===== src/design/ipmd_pkg.sv =====
// Package for the incremental PI motor drive unit: item structs, register
// map, widths and reset values. No dependencies; used by every design file.

package ipmd_pkg;

    // Register file layout and reset values.
    localparam int unsigned ADDR_W    = 4;
    localparam int unsigned DATA_W    = 32;
    localparam int unsigned GAIN_W    = 12;
    localparam int unsigned LIMIT_W   = 15;

    localparam logic [GAIN_W-1:0]  PROP_GAIN_RESET   = 12'd120;
    localparam logic [GAIN_W-1:0]  INTEG_GAIN_RESET  = 12'd30;
    localparam logic [LIMIT_W-1:0] DRIVE_LIMIT_RESET = 15'd7200;

    // Datapath widths.
    localparam int unsigned IDX_W   = 2;
    localparam int unsigned SPEED_W = 16;
    localparam int unsigned DRIVE_W = 16;
    localparam int unsigned DUTY_W  = 15;
    localparam int unsigned ERR_W   = 17;
    localparam int unsigned DERR_W  = 18;
    localparam int unsigned PTERM_W = GAIN_W + 1 + DERR_W;
    localparam int unsigned ITERM_W = GAIN_W + 1 + ERR_W;
    localparam int unsigned ACC_W   = 33;

    typedef enum logic [1:0] {
        REG_PROP_GAIN   = 2'd0,
        REG_INTEG_GAIN  = 2'd1,
        REG_DRIVE_LIMIT = 2'd2
    } reg_index_t;

    typedef struct packed {
        logic [IDX_W-1:0]          motor_index;
        logic signed [SPEED_W-1:0] encoder_delta;
        logic signed [SPEED_W-1:0] target_speed;
    } in_item_t;

    typedef struct packed {
        logic [IDX_W-1:0]          motor_out_index;
        logic signed [DRIVE_W-1:0] drive_signed;
        logic [DUTY_W-1:0]         duty_forward;
        logic [DUTY_W-1:0]         duty_reverse;
    } out_item_t;

    typedef struct packed {
        logic [GAIN_W-1:0]  prop_gain;
        logic [GAIN_W-1:0]  integ_gain;
        logic [LIMIT_W-1:0] drive_limit;
    } ctrl_cfg_t;

endpackage


===== src/design/ipmd_update.sv =====
// Control law for one tick: error, PI increment, clamp, zero-target reset and duty split.
// Purely combinational. Depends on ipmd_pkg.

module ipmd_update
    import ipmd_pkg::*;
(
    input  in_item_t                   item,
    input  logic                       in_range,
    input  ctrl_cfg_t                  cfg,
    input  logic signed [DRIVE_W-1:0]  accum,
    input  logic signed [ERR_W-1:0]    prev_err,
    output logic signed [DRIVE_W-1:0]  accum_next,
    output logic signed [ERR_W-1:0]    err_next,
    output out_item_t                  result
);

    logic signed [ERR_W-1:0]   err;
    logic signed [DERR_W-1:0]  derr;
    logic signed [PTERM_W-1:0] pterm;
    logic signed [ITERM_W-1:0] iterm;
    logic signed [ACC_W-1:0]   sum;
    logic signed [ACC_W-1:0]   lim;
    logic signed [ACC_W-1:0]   clamped;
    logic signed [DRIVE_W-1:0] drive;
    logic signed [DRIVE_W-1:0] drive_neg;

    always_comb
    begin
        err   = ERR_W'(item.target_speed) - ERR_W'(item.encoder_delta);
        derr  = DERR_W'(err) - DERR_W'(prev_err);
        pterm = PTERM_W'($signed({1'b0, cfg.prop_gain}) * derr);
        iterm = ITERM_W'($signed({1'b0, cfg.integ_gain}) * err);
        // The sum is wide enough that it never wraps before the clamp.
        sum   = ACC_W'(accum) + ACC_W'(pterm) + ACC_W'(iterm);
        lim   = $signed(ACC_W'({1'b0, cfg.drive_limit}));

        if (sum > lim)
        begin
            clamped = lim;
        end
        else if (sum < -lim)
        begin
            clamped = -lim;
        end
        else
        begin
            clamped = sum;
        end

        if (item.target_speed == '0)
        begin
            accum_next = '0;
            err_next   = '0;
        end
        else
        begin
            accum_next = clamped[DRIVE_W-1:0];
            err_next   = err;
        end

        drive     = in_range ? accum_next : '0;
        drive_neg = -drive;

        result.motor_out_index = item.motor_index;
        result.drive_signed    = drive;
        result.duty_forward    = (drive > 0) ? drive[DUTY_W-1:0] : '0;
        result.duty_reverse    = (drive < 0) ? drive_neg[DUTY_W-1:0] : '0;
    end

endmodule


===== src/design/incremental_pi_motor_drive_unit.sv =====
// Top level of the incremental PI motor drive unit: APB register file,
// input and result registers, per-motor state. Uses ipmd_pkg, ipmd_update.
//
//  Channel  Direction  Handshake             Payload
//  in       into unit  in_valid / in_ready   in_item  (in_item_t)
//  out      from unit  out_valid / out_ready out_item (out_item_t)
//  config   into unit  psel/penable/pready   paddr, pwdata, prdata
//
// One item per cycle sustained while the output is not stalled; an accepted
// item waits in the input register, and the update and the state write happen
// as it moves from the input register into the result register.
// A stalled output holds its result; the input register still takes one
// more item, then in_ready drops until the result is taken.
// Reset sets the gains and the drive limit to their defaults and clears all motor state.

module incremental_pi_motor_drive_unit
    import ipmd_pkg::*;
#(
    parameter int MOTOR_COUNT = 4
)
(
    input  logic              clk,
    input  logic              rst_n,
    input  logic              in_valid,
    output logic              in_ready,
    input  in_item_t          in_item,
    output logic              out_valid,
    input  logic              out_ready,
    output out_item_t         out_item,
    input  logic              psel,
    input  logic              penable,
    input  logic              pwrite,
    input  logic [ADDR_W-1:0] paddr,
    input  logic [DATA_W-1:0] pwdata,
    output logic [DATA_W-1:0] prdata,
    output logic              pready
);

    ctrl_cfg_t  cfg_reg;
    reg_index_t reg_sel;
    logic       cfg_write;

    logic       s1_valid_reg;
    in_item_t   s1_item_reg;
    logic       out_valid_reg;
    out_item_t  out_item_reg;
    logic       advance;
    logic       in_range;

    logic signed [DRIVE_W-1:0] accum_reg [MOTOR_COUNT];
    logic signed [ERR_W-1:0]   err_reg   [MOTOR_COUNT];
    logic signed [DRIVE_W-1:0] accum_sel;
    logic signed [ERR_W-1:0]   err_sel;
    logic signed [DRIVE_W-1:0] accum_next;
    logic signed [ERR_W-1:0]   err_next;
    out_item_t                 result;

    // Register file.
    assign pready    = 1'b1;
    assign reg_sel   = reg_index_t'(paddr[3:2]);
    assign cfg_write = psel && penable && pwrite && pready;

    always_comb
    begin
        case (reg_sel)
            REG_PROP_GAIN:   prdata = DATA_W'(cfg_reg.prop_gain);
            REG_INTEG_GAIN:  prdata = DATA_W'(cfg_reg.integ_gain);
            REG_DRIVE_LIMIT: prdata = DATA_W'(cfg_reg.drive_limit);
            default:         prdata = '0;
        endcase
    end

    always_ff @(posedge clk or negedge rst_n)
    begin
        if (!rst_n)
        begin
            cfg_reg.prop_gain   <= PROP_GAIN_RESET;
            cfg_reg.integ_gain  <= INTEG_GAIN_RESET;
            cfg_reg.drive_limit <= DRIVE_LIMIT_RESET;
        end
        else if (cfg_write)
        begin
            case (reg_sel)
                REG_PROP_GAIN:   cfg_reg.prop_gain   <= pwdata[GAIN_W-1:0];
                REG_INTEG_GAIN:  cfg_reg.integ_gain  <= pwdata[GAIN_W-1:0];
                REG_DRIVE_LIMIT: cfg_reg.drive_limit <= pwdata[LIMIT_W-1:0];
                default:         cfg_reg <= cfg_reg;
            endcase
        end
    end

    // Handshake: the item in the input register moves on whenever the
    // result register is empty or its result is being taken.
    assign advance   = s1_valid_reg && (!out_valid_reg || out_ready);
    assign in_ready  = !s1_valid_reg || advance;
    assign out_valid = out_valid_reg;
    assign out_item  = out_item_reg;

    always_ff @(posedge clk or negedge rst_n)
    begin
        if (!rst_n)
        begin
            s1_valid_reg  <= 1'b0;
            out_valid_reg <= 1'b0;
        end
        else
        begin
            if (in_ready)
            begin
                s1_valid_reg <= in_valid;
            end
            if (advance)
            begin
                out_valid_reg <= 1'b1;
            end
            else if (out_ready)
            begin
                out_valid_reg <= 1'b0;
            end
        end
    end

    always_ff @(posedge clk)
    begin
        if (in_ready && in_valid)
        begin
            s1_item_reg <= in_item;
        end
        if (advance)
        begin
            out_item_reg <= result;
        end
    end

    // State of the addressed motor. Earlier items have already written
    // their state back by the time this one is in the input register.
    assign in_range = 32'(s1_item_reg.motor_index) < MOTOR_COUNT;

    always_comb
    begin
        accum_sel = '0;
        err_sel   = '0;
        for (int i = 0; i < MOTOR_COUNT; i++)
        begin
            if (32'(s1_item_reg.motor_index) == i)
            begin
                accum_sel = accum_reg[i];
                err_sel   = err_reg[i];
            end
        end
    end

    ipmd_update u_update (
        .item       (s1_item_reg),
        .in_range   (in_range),
        .cfg        (cfg_reg),
        .accum      (accum_sel),
        .prev_err   (err_sel),
        .accum_next (accum_next),
        .err_next   (err_next),
        .result     (result)
    );

    always_ff @(posedge clk or negedge rst_n)
    begin
        if (!rst_n)
        begin
            for (int i = 0; i < MOTOR_COUNT; i++)
            begin
                accum_reg[i] <= '0;
                err_reg[i]   <= '0;
            end
        end
        else
        begin
            for (int i = 0; i < MOTOR_COUNT; i++)
            begin
                if (advance && in_range && (32'(s1_item_reg.motor_index) == i))
                begin
                    accum_reg[i] <= accum_next;
                    err_reg[i]   <= err_next;
                end
            end
        end
    end

    // A result never drives both channels at once.
    assert property (@(posedge clk) disable iff (!rst_n)
        out_valid_reg |-> (out_item_reg.duty_forward == '0 ||
                           out_item_reg.duty_reverse == '0))
        else $error("both duty channels active");

    // A delivered drive stays within the configured bound.
    assert property (@(posedge clk) disable iff (!rst_n)
        out_valid_reg |->
            (out_item_reg.drive_signed <= $signed({1'b0, cfg_reg.drive_limit}) &&
             out_item_reg.drive_signed >= -$signed({1'b0, cfg_reg.drive_limit})))
        else $error("drive outside limit");

    // An item held in the input register is not dropped while output stalls.
    assert property (@(posedge clk) disable iff (!rst_n)
        (s1_valid_reg && !advance) |=> s1_valid_reg)
        else $error("input register lost an item");

endmodule


===== config.mk =====
export PLATFORM = sky130hd
export DESIGN_NAME = incremental_pi_motor_drive_unit
export DESIGN_NICKNAME = d
export VERILOG_FILES = /design/src/design/ipmd_pkg.sv /design/src/design/ipmd_update.sv /design/src/design/incremental_pi_motor_drive_unit.sv
export SDC_FILE = /design/constraint.sdc
export NUM_CORES = 2
export LEC_CHECK = 0
export ABC_AREA = 1
export BUFFER_PORTS_ARGS = -buffer_cell sky130_fd_sc_hd__buf_4
export CAP_MARGIN = 20
export CORE_MARGIN = 2
export CORE_UTILIZATION = 45
export DETAILED_ROUTE_END_ITERATION = 16
export MAX_ROUTING_LAYER = met4
export PLACE_DENSITY = 0.61
export SYNTH_ARGS = -nofsm -noshare
export SYNTH_HDL_FRONTEND = slang
export SYNTH_SLANG_ARGS = --single-unit

===== constraint.sdc =====
create_clock -name clk -period 14.9 [get_ports clk]
set_clock_uncertainty 0.2 [all_clocks]
set_input_delay 0 -clock clk [delete_from_list [all_inputs] [get_ports clk]]
set_output_delay 0 -clock clk [all_outputs]
set_load 0.005 [all_outputs]

Word level (Yosys, flattened, before mapping)
Cells that the tools add are included.
{"block": "op_classes", "reduce_logical": 19, "n_mul": 2, "n_lt_le_gt_ge": 4, "mux": 15, "n_addsub": 6, "eq_ne": 5}
{"operator": "16-bit two-way mux", "n": 7}
{"operator": "17-bit two-way mux", "n": 5}
{"operator": "15-bit case mux with 3 select lines", "n": 1}
{"operator": "32-bit by 30-bit adder with 33-bit output", "n": 1}
{"operator": "33-bit by 16-bit > comparator with 1-bit output", "n": 1}
{"operator": "33-bit less-than comparator", "n": 1}
{"operator": "15-bit negation with 33-bit output", "n": 1}
{"operator": "16-bit by 31-bit adder with 32-bit output", "n": 1}
{"operator": "13-bit by 18-bit multiplier with 31-bit output", "n": 1}
{"operator": "13-bit by 17-bit multiplier with 30-bit output", "n": 1}
{"operator": "17-bit by 17-bit subtractor with 18-bit output", "n": 1}
{"operator": "16-bit by 16-bit subtractor with 17-bit output", "n": 1}
{"operator": "16-bit by 1-bit > comparator with 1-bit output (second input constant)", "n": 1}
{"operator": "16-bit logical NOT", "n": 1}
{"operator": "16-bit by 1-bit less-than comparator with 1-bit output (second input constant)", "n": 1}
{"operator": "15-bit negation", "n": 1}
{"operator": "1-bit logical AND", "n": 8}
{"operator": "2-bit == test (second input constant)", "n": 3}
{"operator": "2-bit AND reduction", "n": 3}
{"operator": "2-bit by 1-bit == test with 1-bit output (second input constant)", "n": 2}
{"operator": "2-bit logical NOT", "n": 2}
{"operator": "1-bit logical NOT", "n": 2}
{"operator": "1-bit logical OR", "n": 2}
{"operator": "1-bit two-way mux", "n": 2}
{"operator": "2-bit nonzero test", "n": 1}
{"block": "totals", "out_inout_bits": 83, "inputBits": 77, "ff_bits": 255, "elab_cells": 71}

Longest topological paths before layout
{"block": "depth", "word_depth": 14, "ltp_mapped": 84, "depth_no_buf": 82}

Cells and area by module
Synthesis repeated with hierarchy kept, for this count alone.
{"block": "hier_totals", "hier_cells": 4030, "area_unflattened_um2": 32428.6}
{"module": "ipmd_update", "area_each_um2": 21495.6, "instances": 1, "seq_area_each_um2": 0.0, "cells_per_inst": 2898}
{"module": "incremental_pi_motor_drive_unit", "area_each_um2": 10933.0, "instances": 1, "seq_area_each_um2": 6806.5, "cells_per_inst": 1132}

Least setup slack after synthesis
Ideal clock, no wire load.
{"block": "synth_path", "path_type": "register -> register", "startpoint": "register s1_item_reg[0] (netlist name)", "endpoint": "register out_item_reg (netlist bit out_item[27]) (data pin)", "required_ps": 14442, "path_buffers": 4, "t_arrival_ps": 11210, "setup_ps": 258, "synth_period_minus_slack_ps": 11668, "path_stages_with_launch": 72, "path_slack_ps": 3232, "cell_sequence": "edfxtp_1 inv_1 ha_1 fa_1 xnor2_1 clkbuf_1 ha_1 a21oi_1 nand2_1 a21oi_1 o21bai_1 nand2_1 nand2_1 a21oi_1 or2_2 nand2_1 a21oi_1 o21ai_0 [... 36 more ...] nand2_1 nand3_1 nand2_1 nand3_2 nand2_2 nand2_2 nand2_4 buf_4 nand3_1 nand3_1 nand2_2 ha_1 nand2_2 nor2_4 nand4_4 nand2_4 buf_12 nor2_2"}
{"block": "synth_via", "elab_chain_cells": 10, "word_cells_on_any_way": 13, "cone_classes": "4 x add/sub; 2 x mul; 3 x order compare; 3 x mux; 1 x reduce/logical"}
{"element": "from (decl)", "line": "incremental_pi_motor_drive_unit.sv:44", "text": "in_item_t s1_item_reg;"}
{"element": "from (signal assigned)", "line": "incremental_pi_motor_drive_unit.sv:127", "text": "s1_item_reg <= in_item;"}
{"element": "16-bit by 16-bit subtractor with 17-bit output", "line": "ipmd_update.sv:29", "text": "err = ERR_W'(item.target_speed) - ERR_W'(item.encoder_delta);"}
{"element": "17-bit by 17-bit subtractor with 18-bit output", "line": "ipmd_update.sv:30", "text": "derr = DERR_W'(err) - DERR_W'(prev_err);"}
{"element": "13-bit by 18-bit multiplier with 31-bit output", "line": "ipmd_update.sv:31", "text": "pterm = PTERM_W'($signed({1'b0, cfg.prop_gain}) * derr);"}
{"element": "16-bit by 31-bit adder with 32-bit output", "line": "ipmd_update.sv:34", "text": "sum = ACC_W'(accum) + ACC_W'(pterm) + ACC_W'(iterm);"}
{"element": "32-bit by 30-bit adder with 33-bit output", "line": "ipmd_update.sv:34"}
{"element": "33-bit less-than comparator", "line": "ipmd_update.sv:41", "text": "else if (sum < -lim)"}
{"element": "16-bit two-way mux", "line": "ipmd_update.sv:41"}
{"element": "16-bit two-way mux", "line": "ipmd_update.sv:37", "text": "if (sum > lim)"}
{"element": "16-bit two-way mux (*)", "line": "ipmd_update.sv:50", "text": "if (item.target_speed == '0)"}
{"element": "16-bit by 1-bit > comparator with 1-bit output", "line": "ipmd_update.sv:66", "text": "result.duty_forward = (drive > 0) ? drive[DUTY_W-1:0] : '0;"}
{"element": "to (signal assigned)", "line": "incremental_pi_motor_drive_unit.sv:131", "text": "out_item_reg <= result;"}
{"element": "to (decl)", "line": "incremental_pi_motor_drive_unit.sv:46", "text": "out_item_t out_item_reg;"}
Mark *: on every way between the ends. The rest lies on a longest branch, timed or not.
A chain may end at the register's enable or synchronous reset.

Worst setup path after layout
{"block": "layout_path", "startpoint": "register s1_item_reg[32] (netlist name)", "endpoint": "register out_item_reg (netlist bit out_item[17]) (data pin)"}
{"block": "layout_via", "elab_chain_cells": 14, "word_cells_on_any_way": 22, "cone_classes": "3 x add/sub; 1 x mul; 3 x order compare; 3 x eq/ne; 11 x mux; 1 x reduce/logical"}
{"element": "2-bit logical NOT", "line": "incremental_pi_motor_drive_unit.sv:145", "text": "if (32'(s1_item_reg.motor_index) == i)"}
{"element": "17-bit two-way mux (4 in series)", "line": "incremental_pi_motor_drive_unit.sv:145"}
{"element": "17-bit by 17-bit subtractor with 18-bit output", "line": "ipmd_update.sv:30"}
{"element": "13-bit by 18-bit multiplier with 31-bit output", "line": "ipmd_update.sv:31"}
{"element": "16-bit by 31-bit adder with 32-bit output (*)", "line": "ipmd_update.sv:34"}
{"element": "32-bit by 30-bit adder with 33-bit output (*)", "line": "ipmd_update.sv:34"}
{"element": "33-bit less-than comparator", "line": "ipmd_update.sv:41"}
{"element": "16-bit two-way mux", "line": "ipmd_update.sv:41"}
{"element": "16-bit two-way mux (*)", "line": "ipmd_update.sv:37"}
{"element": "16-bit two-way mux (*)", "line": "ipmd_update.sv:50"}
{"element": "16-bit by 1-bit > comparator with 1-bit output", "line": "ipmd_update.sv:66"}
Marked as above.

==> flow_summary_export.csv <==
group,metric,value,unit
yosys,ys_seq_elements,255,
finish,final_layout_size_suffix_gt1_share,8.07,%
worst_setup_path,cp-end-kind,"flip-flop",
clock_network,cts_sinks,255,
worst_setup_path,reg2regPathDepth,60,
die,initial_utilization,45.7,%
worst_hold_path,worstHoldPathCells,4,
global_route,grt_usage,27.0,%
worst_setup_path,cpMaxStageDelayCell,"fa_1",
die,row_count,95,
die,io_pins,160,
worst_setup_path,crit_path_start_kind,"flip-flop",
sta,setup_viol,0,
drt,routedWlPerCell,18.8,um
drt,num_vias,24051,
yosys,synthesis.instances,3679,
clock_network,clockRootBuffer,"clkbuf_16",
finish,fin_nets,4603,
sta,max_freq,74.4,MHz
job,max_cap_viol_count,0,
yosys,netlist.area_leader.share,30.9,%
clock_network,cts_tree,"done",
finish,largest_reg_flops,68,
global_route,grt_pass1_wl,142000,um
yosys,avgSynthCellArea,8.38,sq um
worst_setup_path,required,15.02,ns
sta,fin_ws,1.46,ns
die,die_width,266,um
sta,period_needed,13.44,ns
drt,drtIter0Drc,1570,
clock_network,cts_setup_buffers,0,
worst_setup_path,arrival,13.56,ns
global_route,grt.overflow.total,0,
yosys,yosysSeqAreaShare,22.1,%
place,gp_congestion,0.947,
drt,first_pass_iters,5,
global_route,antenna_found_initial,1,
drt,postRouteWirelength,89100,um
finish,final_cell_mix,"inv_1, nand2_1, fa_1",
worst_hold_path,min_path_type,"in -> reg",
yosys,synthArstFlopShare,67.8,%
clock_network,cts.path.max_buffers,3,
yosys,synth_area,30800,sq um
clock_network,cts_max_level,1,
sta,finalHoldViolCount,0,
place,place_ws,1.52,ns
finish,area_delta_synth_final,11.8,%
global_route,grt_max_degree,83,
drt,final_antenna_net_count,0,
sta,worstMarginPinSlew,1.11,ns
die,fp.coreArea,67500,sq um
drt,drcViolationCount,0,
yosys,yosysWarnings,0,
yosys,yosysTopAreaCell,"fa_1",
clock_network,clkSlewWorstSetupHoldPaths,0.06,ns
sta,drv_slew,0,
clock_network,clk_latency,0.58,ns
run_status,status,"completed",
clock_network,ctsResizeCount,0,
yosys,synthFlopType,"dfrtp_1",
sta,rsz0062_at_grt,"false",
sta,fin_hold_ws,0.0392,ns
sta,relSlewSlack,25.9,%
sta,finalSetupTns,0,ns
drt,vias_per_cell,5.07,
place,port_buffers,122,
place,hpwlAfterDp,72500,um
worst_setup_path,path_max_fanout,16,
worst_setup_path,worstSetupPathType,"reg -> reg",
finish,mostFrequentLayoutCell,"inv_1",
yosys,synth_edf_count,82,
global_route,grt_pass1_vias,24641,
worst_setup_path,max_stage_delay,0.92,ns
worst_setup_path,cp_common_cell,"nand2_1",
die,die_h,266,um
clock_network,ctsHoldBuffers,90,
yosys,synthTopCellsByArea,"fa_1, dfrtp_1, inv_1",
yosys,ys_types,55,
sta,min_period_over_period,90.2,%
clock_network,cts_buffers,27,
die,die_area,70600,sq um
-- per-layer routing --
metal | share of wire, % | GRT usage, % | vias up
li1 | - | - | 11362
met1 | 45 | 37.6 | 11926
met2 | 46 | 42.0 | 670
met3 | 6.4 | 3.98 | 93
met4 | 2.6 | 6.13 | 0
met5 | 0 | - | -
-- synth_stat cells, drive strengths merged (15+ instances only) --
cell and count:
a21oi 94, a22o 23, buf 29, clkbuf 101
dfrtp 161, edfxtp 82, fa 476, ha 203
inv 879, nand2 831, nand3 102, nand4 17
nor2 285, nor3 15, o21ai 209, o22ai 15
or2 21, xnor2 17, xor2 31
-- critical path: cells and delay by family (launching register included) --
kind,cells,cell delay (ns)
adders and majority gates,10,4.92
and+or+nand+nor,33,4.91
AOI/OAI and AO/OA,9,1.82
buffers and inverters,8,0.70
DFF,1,0.54
-- cells by family after synthesis --
family / Yosys count / synth area share (%)
buf+inv: 1021 / 12.8
compound gates: 392 / 7.26
flops: 255 / 22.1
other cells: 2 / 0.0244
xor+xnor: 48 / 1.36
simple gates: 1282 / 17.3
fa+ha+maj: 679 / 39.1
-- area by class of cell --
class                           count  area [sq um]
Clock buffer                       38           772
Fill cell                        6501         33100
Tap cell                          873          1090
Clock inverter                     12           131
Multi-Input combinational cell   2419         20100
Timing Repair Buffer              253          2170
Inverter                          891          3340
Antenna cell                        1          2.50
Sequential cell                   255          6810
-- per-stage QoR --
stage / util (%) / area [sq um] / std cells
after floorplan: - / 30900 / 3695
after global placement: 48.3 / 32600 / 4600
after detailed placement: 48.3 / 32600 / 4600
after CTS: 51.0 / 34400 / 4740
after global routing: 51.0 / 34500 / 4741
final: 51.0 / 34500 / 4742
-- worst paths after layout --
kind                       slack [ns]             from      endpoint
hold reg to reg                  0.28      err_reg[44]   err_reg[44]
min in group asynchronous        0.45            rst_n    cfg_reg[5]
setup reg to reg                 1.46  s1_item_reg[32]  out_item[17]
hold / removal                   0.04       pwdata[12]   cfg_reg[12]
setup / recovery                 1.46  s1_item_reg[32]  out_item[17]
max in group asynchronous       13.41            rst_n   err_reg[54]
Power is not shown: default switching activity piles up to over one toggle a cycle in this logic, so the estimate is an artifact.
